### src/design/sc2d_pkg.sv
// Shared types, codes and constants for the stencil convolution block.
`timescale 1ns / 1ps
package sc2d_pkg;

  localparam int SMP_W      = 16;
  localparam int COEF_W     = 16;
  localparam int RES_W      = 20;
  localparam int COORD_W    = 6;
  localparam int OP_W       = 2;
  localparam int CIDX_W     = 6;
  localparam int CFG_IDX_W  = 3;
  localparam int CFG_DATA_W = 7;
  localparam int LANES      = 4;

  localparam int RES_MAX     = 524287;
  localparam int RES_MIN     = -524288;
  localparam int ROUND_HALF  = 2048;
  localparam int ROUND_SHIFT = 12;

  localparam logic [OP_W-1:0] OP_COEF  = 2'd0;
  localparam logic [OP_W-1:0] OP_PIXEL = 2'd1;
  localparam logic [OP_W-1:0] OP_EMIT  = 2'd2;

  localparam logic [CFG_IDX_W-1:0] CFG_FRAME_WIDTH  = 3'd0;
  localparam logic [CFG_IDX_W-1:0] CFG_FRAME_HEIGHT = 3'd1;
  localparam logic [CFG_IDX_W-1:0] CFG_CHANNELS     = 3'd2;
  localparam logic [CFG_IDX_W-1:0] CFG_RADIUS       = 3'd3;
  localparam logic [CFG_IDX_W-1:0] CFG_WRAP         = 3'd4;

  typedef struct packed {
    logic coef_we;
    logic pix_we;
    logic emit_start;
    logic tap_init;
    logic tap_step;
    logic finish;
  } ctrl_cmd_t;

  typedef struct packed {
    logic div_done;
    logic tap_last;
    logic pipe_busy;
    logic out_free;
  } dp_status_t;

endpackage

### src/design/sc2d_ctrl.sv
// Controller: request decode and sequencing of one output pixel.
`timescale 1ns / 1ps
module sc2d_ctrl (
  input  logic                         clk,
  input  logic                         rst_n,
  input  logic                         in_valid,
  input  logic [sc2d_pkg::OP_W-1:0]    in_op,
  input  sc2d_pkg::dp_status_t         status,
  output sc2d_pkg::ctrl_cmd_t          cmd,
  output logic                         in_stall
);

  typedef enum logic [2:0] {S_IDLE, S_DIV, S_TAP, S_DRAIN, S_FIN} state_t;

  state_t state_r, state_nxt;
  logic   in_stall_r;

  always_comb begin
    state_nxt = state_r;
    cmd       = '0;
    case (state_r)
      S_IDLE: begin
        if (in_valid) begin
          case (in_op)
            sc2d_pkg::OP_COEF:  cmd.coef_we = 1'b1;
            sc2d_pkg::OP_PIXEL: cmd.pix_we  = 1'b1;
            sc2d_pkg::OP_EMIT: begin
              cmd.emit_start = 1'b1;
              state_nxt      = S_DIV;
            end
            default: ;
          endcase
        end
      end
      S_DIV: begin
        if (status.div_done) begin
          cmd.tap_init = 1'b1;
          state_nxt    = S_TAP;
        end
      end
      S_TAP: begin
        cmd.tap_step = 1'b1;
        if (status.tap_last) begin
          state_nxt = S_DRAIN;
        end
      end
      S_DRAIN: begin
        if (!status.pipe_busy) begin
          state_nxt = S_FIN;
        end
      end
      S_FIN: begin
        if (status.out_free) begin
          cmd.finish = 1'b1;
          state_nxt  = S_IDLE;
        end
      end
      default: state_nxt = S_IDLE;
    endcase
  end

  always_ff @(posedge clk) begin
    if (!rst_n) begin
      state_r    <= S_IDLE;
      in_stall_r <= 1'b0;
    end else begin
      state_r    <= state_nxt;
      in_stall_r <= state_nxt != S_IDLE;
    end
  end

  assign in_stall = in_stall_r;

endmodule

### config.mk
export PLATFORM = sky130hd
export DESIGN_NAME = sc2d_ctrl
export DESIGN_NICKNAME = d
export VERILOG_FILES = /design/src/design/sc2d_pkg.sv /design/src/design/sc2d_ctrl.sv
export SDC_FILE = /design/constraint.sdc
export NUM_CORES = 1
export LEC_CHECK = 0
export BUFFER_PORTS_ARGS = -buffer_cell sky130_fd_sc_hd__buf_2
export CAP_MARGIN = 10
export CORE_AREA = 2 2 39 41
export CTS_BUF_LIST = sky130_fd_sc_hd__clkbuf_4 sky130_fd_sc_hd__clkbuf_8
export DETAILED_ROUTE_END_ITERATION = 16
export DIE_AREA = 0 0 41 43
export SLEW_MARGIN = 20
export SYNTH_ARGS = -nofsm -noshare
export SYNTH_HDL_FRONTEND = slang
export SYNTH_SLANG_ARGS = --single-unit
### constraint.sdc
create_clock -name clk -period 1.9 [get_ports clk]
set_clock_uncertainty 0.15 [all_clocks]
set_input_delay 0.095 -clock clk [delete_from_list [all_inputs] [get_ports clk]]
set_output_delay 0.095 -clock clk [all_outputs]
set_load 0.01 [all_outputs]
======== After elaboration in Yosys (flattened, before gate mapping) ========
Index checks and enable logic that the tools add are counted.
storage, ports and cells
  bits in registers ....................... 4
  bits of input ports ..................... 9
  output and inout bits ................... 7
  logic and storage cells ................. 28
cells by class
  equality and inequality tests ........... 6
  muxes and demuxes ....................... 17
  reductions and logical operators ........ 3
operators by type and width
  cell                                                             number
  3-bit 2-to-1 mux                                                 8
  3-bit case mux with 5 select lines                               1
  1-bit 2-to-1 mux                                                 8
  3-bit by 2-bit == test with 1-bit output, second input constant  2
  3-bit by 1-bit == test with 1-bit output, second input constant  1
  3-bit == test, second input constant                             1
  3-bit logical NOT                                                1
  3-bit nonzero test                                               1
  2-bit by 1-bit == test with 1-bit output, second input constant  1
  2-bit == test, second input constant                             1
  2-bit logical NOT                                                1

======== Longest topological paths before layout ========
Gate-level depths: netlist of the first run.
  depth after elaboration ................. 5
  mapped depth ............................ 5
  gate-level depth less buffers ........... 4

======== Worst setup path before layout of the first run ========
OpenSTA, ideal clock, no wires.
  path kind ............................... register to register
  start ................................... register state_r[0]
  end ..................................... register in_stall_r, in the netlist in_stall
  setup time .............................. 57 ps
  arrival ................................. 1452 ps
  data required time ...................... 1693 ps
  slack ................................... 241 ps
  stages on the path, launching flop included .. 6
  buffers on the path ..................... 1
  period minus slack after synthesis ...... 1659 ps
  cells stage by stage .................... dfxtp_1 > buf_6 > or4b_4 > nor3b_2 > a221o_2 > or3_1
between the ends
  word-level cells in the longest chain between the ends .. 4
  elaborated cells on any way between the ends .. 13
  those cells by class .................... 4 x eq/ne; 7 x mux; 2 x reduce/logical
RTL lines
  what                                    RTL line         RTL
  start: declaration                      sc2d_ctrl.sv:15  state_t state_r, state_nxt;
  start signal: assignment                sc2d_ctrl.sv:67  state_r <= state_nxt;
  3-bit 2-to-1 mux                        sc2d_ctrl.sv:24  case (in_op)
  3-bit 2-to-1 mux                        sc2d_ctrl.sv:23  if (in_valid) begin
  3-bit case mux with 5 select lines (*)  sc2d_ctrl.sv:21  case (state_r)
  3-bit nonzero test (*)                  sc2d_ctrl.sv:68  in_stall_r <= state_nxt != S_IDLE;
  end signal: assignment                  sc2d_ctrl.sv:65  in_stall_r <= 1'b0;
  end signal: assignment                  sc2d_ctrl.sv:68
  end: declaration                        sc2d_ctrl.sv:16  logic in_stall_r;
Every way passes the cells marked *; elsewhere a longest branch is shown, timed or not.
A chain may end at the register's enable or synchronous reset.

==> flow_metrics.tcl, run 1 <==
set metrics [dict create \
    outcome "finished, final reports clean" \
    seq_area_frac_synth_pct 32.2 \
    crit_path_max_fanout 7 \
    clockBufferDepth 2 \
    cts-resized-gates 0 \
    design.core.area_mm2 0.00138 \
    die_y_um 43 \
    final_net_count 59 \
    initial_utilization_pct 18.0 \
    synthTopCellsByArea "dfxtp_1 (32%), nor2_1 (6.0%), or4b_4 (5.5%)" \
    cts_tree "yes" \
    crit_required_ps 1650 \
    drt_iter0_markers 8 \
    grt_first_pass_wirelength_um 924 \
    rows 14 \
    worstSetupEndpointType "output pin" \
    period_needed_ps 1800 \
    stdcell_count 64 \
    netlist_instances 29 \
    wl_per_cell_um 9.41 \
    numPortBuffers 15 \
    diodes 0 \
    drc_errors 0 \
    highest_layer "met3" \
    antenna_found_initial 0 \
    drtPass1Iterations 4 \
    start_kind "register" \
    dieArea_mm2 0.00176 \
    cts.sinks 4 \
    worstMarginPinSlew_ps 286 \
    numCtsBuffers 3 \
    ys_seq_elements 4 \
    filler_cell_count 151 \
    die_x_um 41 \
    synthDistinctLibCells 19 \
    rsz0062_at_grt "false" \
    finalCritPeriodShare_pct 94.5 \
    arrival_ps 1550 \
    grt_pass1_vias 237 \
    max_cap_violations 0 \
    final_antenna_net_count 0 \
    grt_max_degree 9 \
    postRouteWirelength_um 602 \
    ios 16 \
    final_layout_size_suffix_gt1_share_pct 43.8 \
    m1WireLength_um 296 \
    grt.total_usage_pct 8.23 \
    finalSetupViolations 0 \
    yosys_warnings 0 \
    htreeDepth 1 \
    netlist.area_leader.share_pct 32.2 \
    crit_type "reg2out" \
    wl_met2_um 251 \
    gp_congestion 0.767 \
    hold_path.class "in2reg" \
    root_buffer "clkbuf_4" \
    syn_area_per_cell_um2 8.59 \
    gr-total-overflow 0 \
    design_area_um2 375 \
    clock_insertion_delay_worst_skew_ps 230 \
    tns_ps 0 \
    dp_cells 59 \
    max_freq_mhz 557 \
    max_slew_margin_pct 80.7 \
    path_clk_slew_ps 40 \
    layout-area-overhead-vs-synth_pct 50.8 \
    routed_via_density 4.19 \
    place_area_um2 333 \
    r2r_setup_slack_ps 190 \
    vias 268 \
    place.detailed.hpwl_um 495 \
    hold_viol 0 \
    wl_met3_um 54 \
    pwr_density_cell_mw_per_mm2 633 \
    ir_drop_mv 0.264 \
    netlist_area_um2 249 \
    yosys.area.top_type "dfxtp_1" \
    synth_fp_nets 38 \
    report.final.slew_viol_count 0 \
    leakagePower_uw 0.000181 \
]
metal layers:
layer	track usage (%)	vias to the layer above
li1	-	144
met1	9.65	112
met2	10.3	12
met3	5.24	0
met4	6.00	0
met5	0	-
critical path, cell delays in order (launching register included):
cell	delay, ps
dfxtp_1	370
or4b_4	550
nor3b_2	230
buf_2	170
cells in the final DEF (no fill, tap or decap), types with 2 or more instances in the layout:
cell type,instances
dlygate4sd3_1,2
buf_2,15
nand2b_1,2
nand2_1,3
clkbuf_4,3
dfxtp_1,4
nor3_1,2
nor2_1,4
registers in the layout, summed over array words and instances (netlist names):
register / flops
state_r: 3
in_stall: 1
synth_stat cells:
master and count:
mux2i_1 1, nor3_1 2, nor2_1 4, or4b_4 1, nand2_1 3, buf_6 1, a21oi_1 1, nor3b_2 1
a221o_2 1, nand2b_1 2, or2b_1 1, or3_1 1, nor2b_1 1, nor4_1 1, and3_1 1, dfxtp_1 4
nor3b_1 1, nor4b_1 1, o21a_1 1
final cells by class:
cell class                 count  area, um^2  share of cell area (%)
tap                           16        20.0                    5.33
sequential                     4        80.1                    21.3
timing repair buffer          17        95.1                    25.3
multi-input combinational     24         158                    42.0
clock buffer                   3        22.5                    6.00
logic make-up after synthesis:
logic type | Yosys count | synth area share [%]
buffers and inverters | 1 | 4.52
muxes | 1 | 4.02
DFF | 4 | 32.2
AOI/OAI and AO/OA | 3 | 9.55
and+or+nand+nor | 20 | 49.8
through the flow:
stage	power [uW]	util, %	hold slack (ps)	setup slack [ps]
after floorplan	116	-	78.8	241
after global placement	132	24.1	228	231
after detailed placement	132	24.1	219	192
after CTS	245	27.1	59.0	103
after global routing	260	27.1	81.5	13.4
final	238	27.1	61.3	105
path summary, 6_finish.rpt:
kind,depth (start not counted),endpoint,startpoint
max,3,cmd[3],state_r[1]
min,3,state_r[2],status[0]
max reg2reg,4,in_stall,state_r[1]
min reg2reg,2,state_r[1],state_r[1]
power by group:
part	total [uW]	switching, uW	internal, uW	leakage (uW)
clock network	104	33.4	70.6	0.0000138
registers	93.1	4.53	88.6	0.0000326
logic	40.7	17.3	23.4	0.000135
total	238	55.2	182	0.000181
repair_timing:
action	4_1_cts	5_1_grt
endpoints found under the hold margin	3	0
hold buffers	2	0
setup buffers	0	0
setup endpoints to repair	0	0
Power figures use the tool's default switching activity.
==> inputs of run 2 (changes only) <==
TNS_END_PERCENT = 10   (was unset)
clock period = 2 ns   (was 1.9 ns; I/O delays follow)
==> run 2 against run 1 <==
Sequential cell count did not move. Combinational power fell by 8.6%. Wire length rose by 0.50%. Critical endpoint unchanged. Highest routed layer unchanged.
==> flow_metrics.tcl, run 2 (same netlist as run 1, synthesis figures left out) <==
set metrics [dict create \
    grt_max_degree 9 \
    initial_utilization_pct 18.0 \
    report.final.slew_viol_count 0 \
    hold_viol 0 \
    layout_commonest_cell "buf_2" \
    numPortBuffers 15 \
    cts.sinks 4 \
    postRouteWirelength_um 605 \
    arrival_ps 1550 \
    drtPass1Iterations 4 \
    rows 14 \
    place_area_um2 333 \
    slowest_delay_ps 550 \
    crit_type "reg2out" \
    start_kind "register" \
    rsz0062_at_grt "false" \
    finalSetupViolations 0 \
    cts_setup_buffers 0 \
    path_clk_slew_ps 40 \
    regMostFlops "state_r" \
    numCtsBuffers 3 \
    period_needed_ps 1800 \
    vias 266 \
    max_slew_margin_pct 80.7 \
    htreeDepth 1 \
    slowest_stage "or4b_4" \
    crit_required_ps 1750 \
    design_area_um2 365 \
    antenna_found_initial 0 \
    path_cells "or4b_4, nor3b_2, buf_2" \
    final_net_count 58 \
    dieArea_mm2 0.00176 \
    cts_tree "yes" \
    largest_reg_flops 3 \
    cp_num_buf_inv 1 \
    ios 16 \
    root_buffer "clkbuf_4" \
    hold_start "status[3]" \
    final_antenna_net_count 0 \
    cp-startpoint "state_r[1]" \
    place.detailed.hpwl_um 495 \
    p_int_uw 172 \
    gr-total-overflow 0 \
    grt.total_usage_pct 8.33 \
    worstSetupEndpointType "output pin" \
    outcome "finished, final reports clean" \
    clockBufferDepth 2 \
    die_y_um 43 \
    design.core.area_mm2 0.00138 \
    p_sw_share_pct 23.3 \
    wl_per_cell_um 9.60 \
    tns_ps 0 \
    routed_via_density 4.22 \
    die_x_um 41 \
    leakagePower_uw 0.000177 \
    power.clock.fraction_pct 44.0 \
    layout-area-overhead-vs-synth_pct 46.7 \
    diodes 0 \
    combPwrFrac_pct 16.6 \
    drc_errors 0 \
    ir_drop_mv 0.251 \
    max_cap_violations 0 \
    switching_power_uw 52.3 \
    pwr_density_cell_mw_per_mm2 614 \
    crit_path_max_fanout 7 \
    worstMarginPinSlew_ps 286 \
    clock_insertion_delay_worst_skew_ps 230 \
    max_freq_mhz 556 \
    critPathTopFamily "simple AND/OR/NAND/NOR gates" \
    finalCritPeriodShare_pct 90.0 \
    hold_path.class "in2reg" \
    grt_pass1_vias 243 \
    gp_congestion 0.767 \
    drt_iter0_markers 8 \
    r2r-start "state_r[1]" \
    layout_common_cells "buf_2 (15), nor2_1 (4), dfxtp_1 (4)" \
    grt_first_pass_wirelength_um 938 \
    seqPwrFrac_pct 39.4 \
    final_layout_size_suffix_gt1_share_pct 44.7 \
]
==> run 2: changes by cell type in the layout (fill, tap and decap cells not counted) <==
cell | before | now
dlygate4sd3_1 | 2 | 1
==> run 2: worst reg2reg max path: cells and delay by family (launching register included) <==
kind	cells	cell delay, ps
and+or+nand+nor	3	590
DFF	1	450
AOI/OAI and AO/OA	1	390
==> run 2: metal layers <==
layer	up-vias	share of wire [%]	GRT usage [%]	routed length, um
met5	-	0	0	0
met4	0	0	6.00	0
met3	0	8.3	5.24	50
met2	12	41	10.3	251
met1	112	50	9.97	303
li1	142	-	-	-
==> run 2: worst paths after layout <==
kind / to / slack (ps) / cells after the start
worst max-delay path: cmd[3] / 200 / 3
worst max register to register: in_stall / 290 / 4
worst min register to register: state_r[1] / 420 / 2
worst min-delay path: state_r[1] / 9 / 3
==> run 2: stage by stage <==
step / hold WS, ps / instances / worst slack, ps / power (uW) / utilization (%)
after floorplan: 83.8 / 29 / 341 / 110 / -
after global placement: 233 / 59 / 331 / 126 / 24.1
after detailed placement: 224 / 59 / 292 / 126 / 24.1
after CTS: 1.67 / 63 / 198 / 232 / 26.4
after global routing: 9.26 / 63 / 108 / 246 / 26.4
final: 9.02 / 63 / 200 / 224 / 26.4
==> run 2: what timing repair did <==
action                     CTS  global route
resized for setup            0             0
hold endpoints to repair     2             0
hold buffers                 1             0
setup endpoints to repair    0             0
==> run 2: power groups by stage <==
stage	logic (uW)	clock network, uW	registers, uW
floorplan	21.9	0	88.4
global placement	36.2	0	89.6
detailed placement	36.0	0	89.8
CTS	37.7	105	88.6
global route	41.2	115	89.4
finish	37.2	98.8	88.5
==> run 2: area by class of cell <==
type / count / area, um^2
Fill cell: 152 / 1020
Timing Repair Buffer: 16 / 85.1
Tap cell: 16 / 20.0
Clock buffer: 3 / 22.5
Multi-Input combinational cell: 24 / 158
Sequential cell: 4 / 80.1
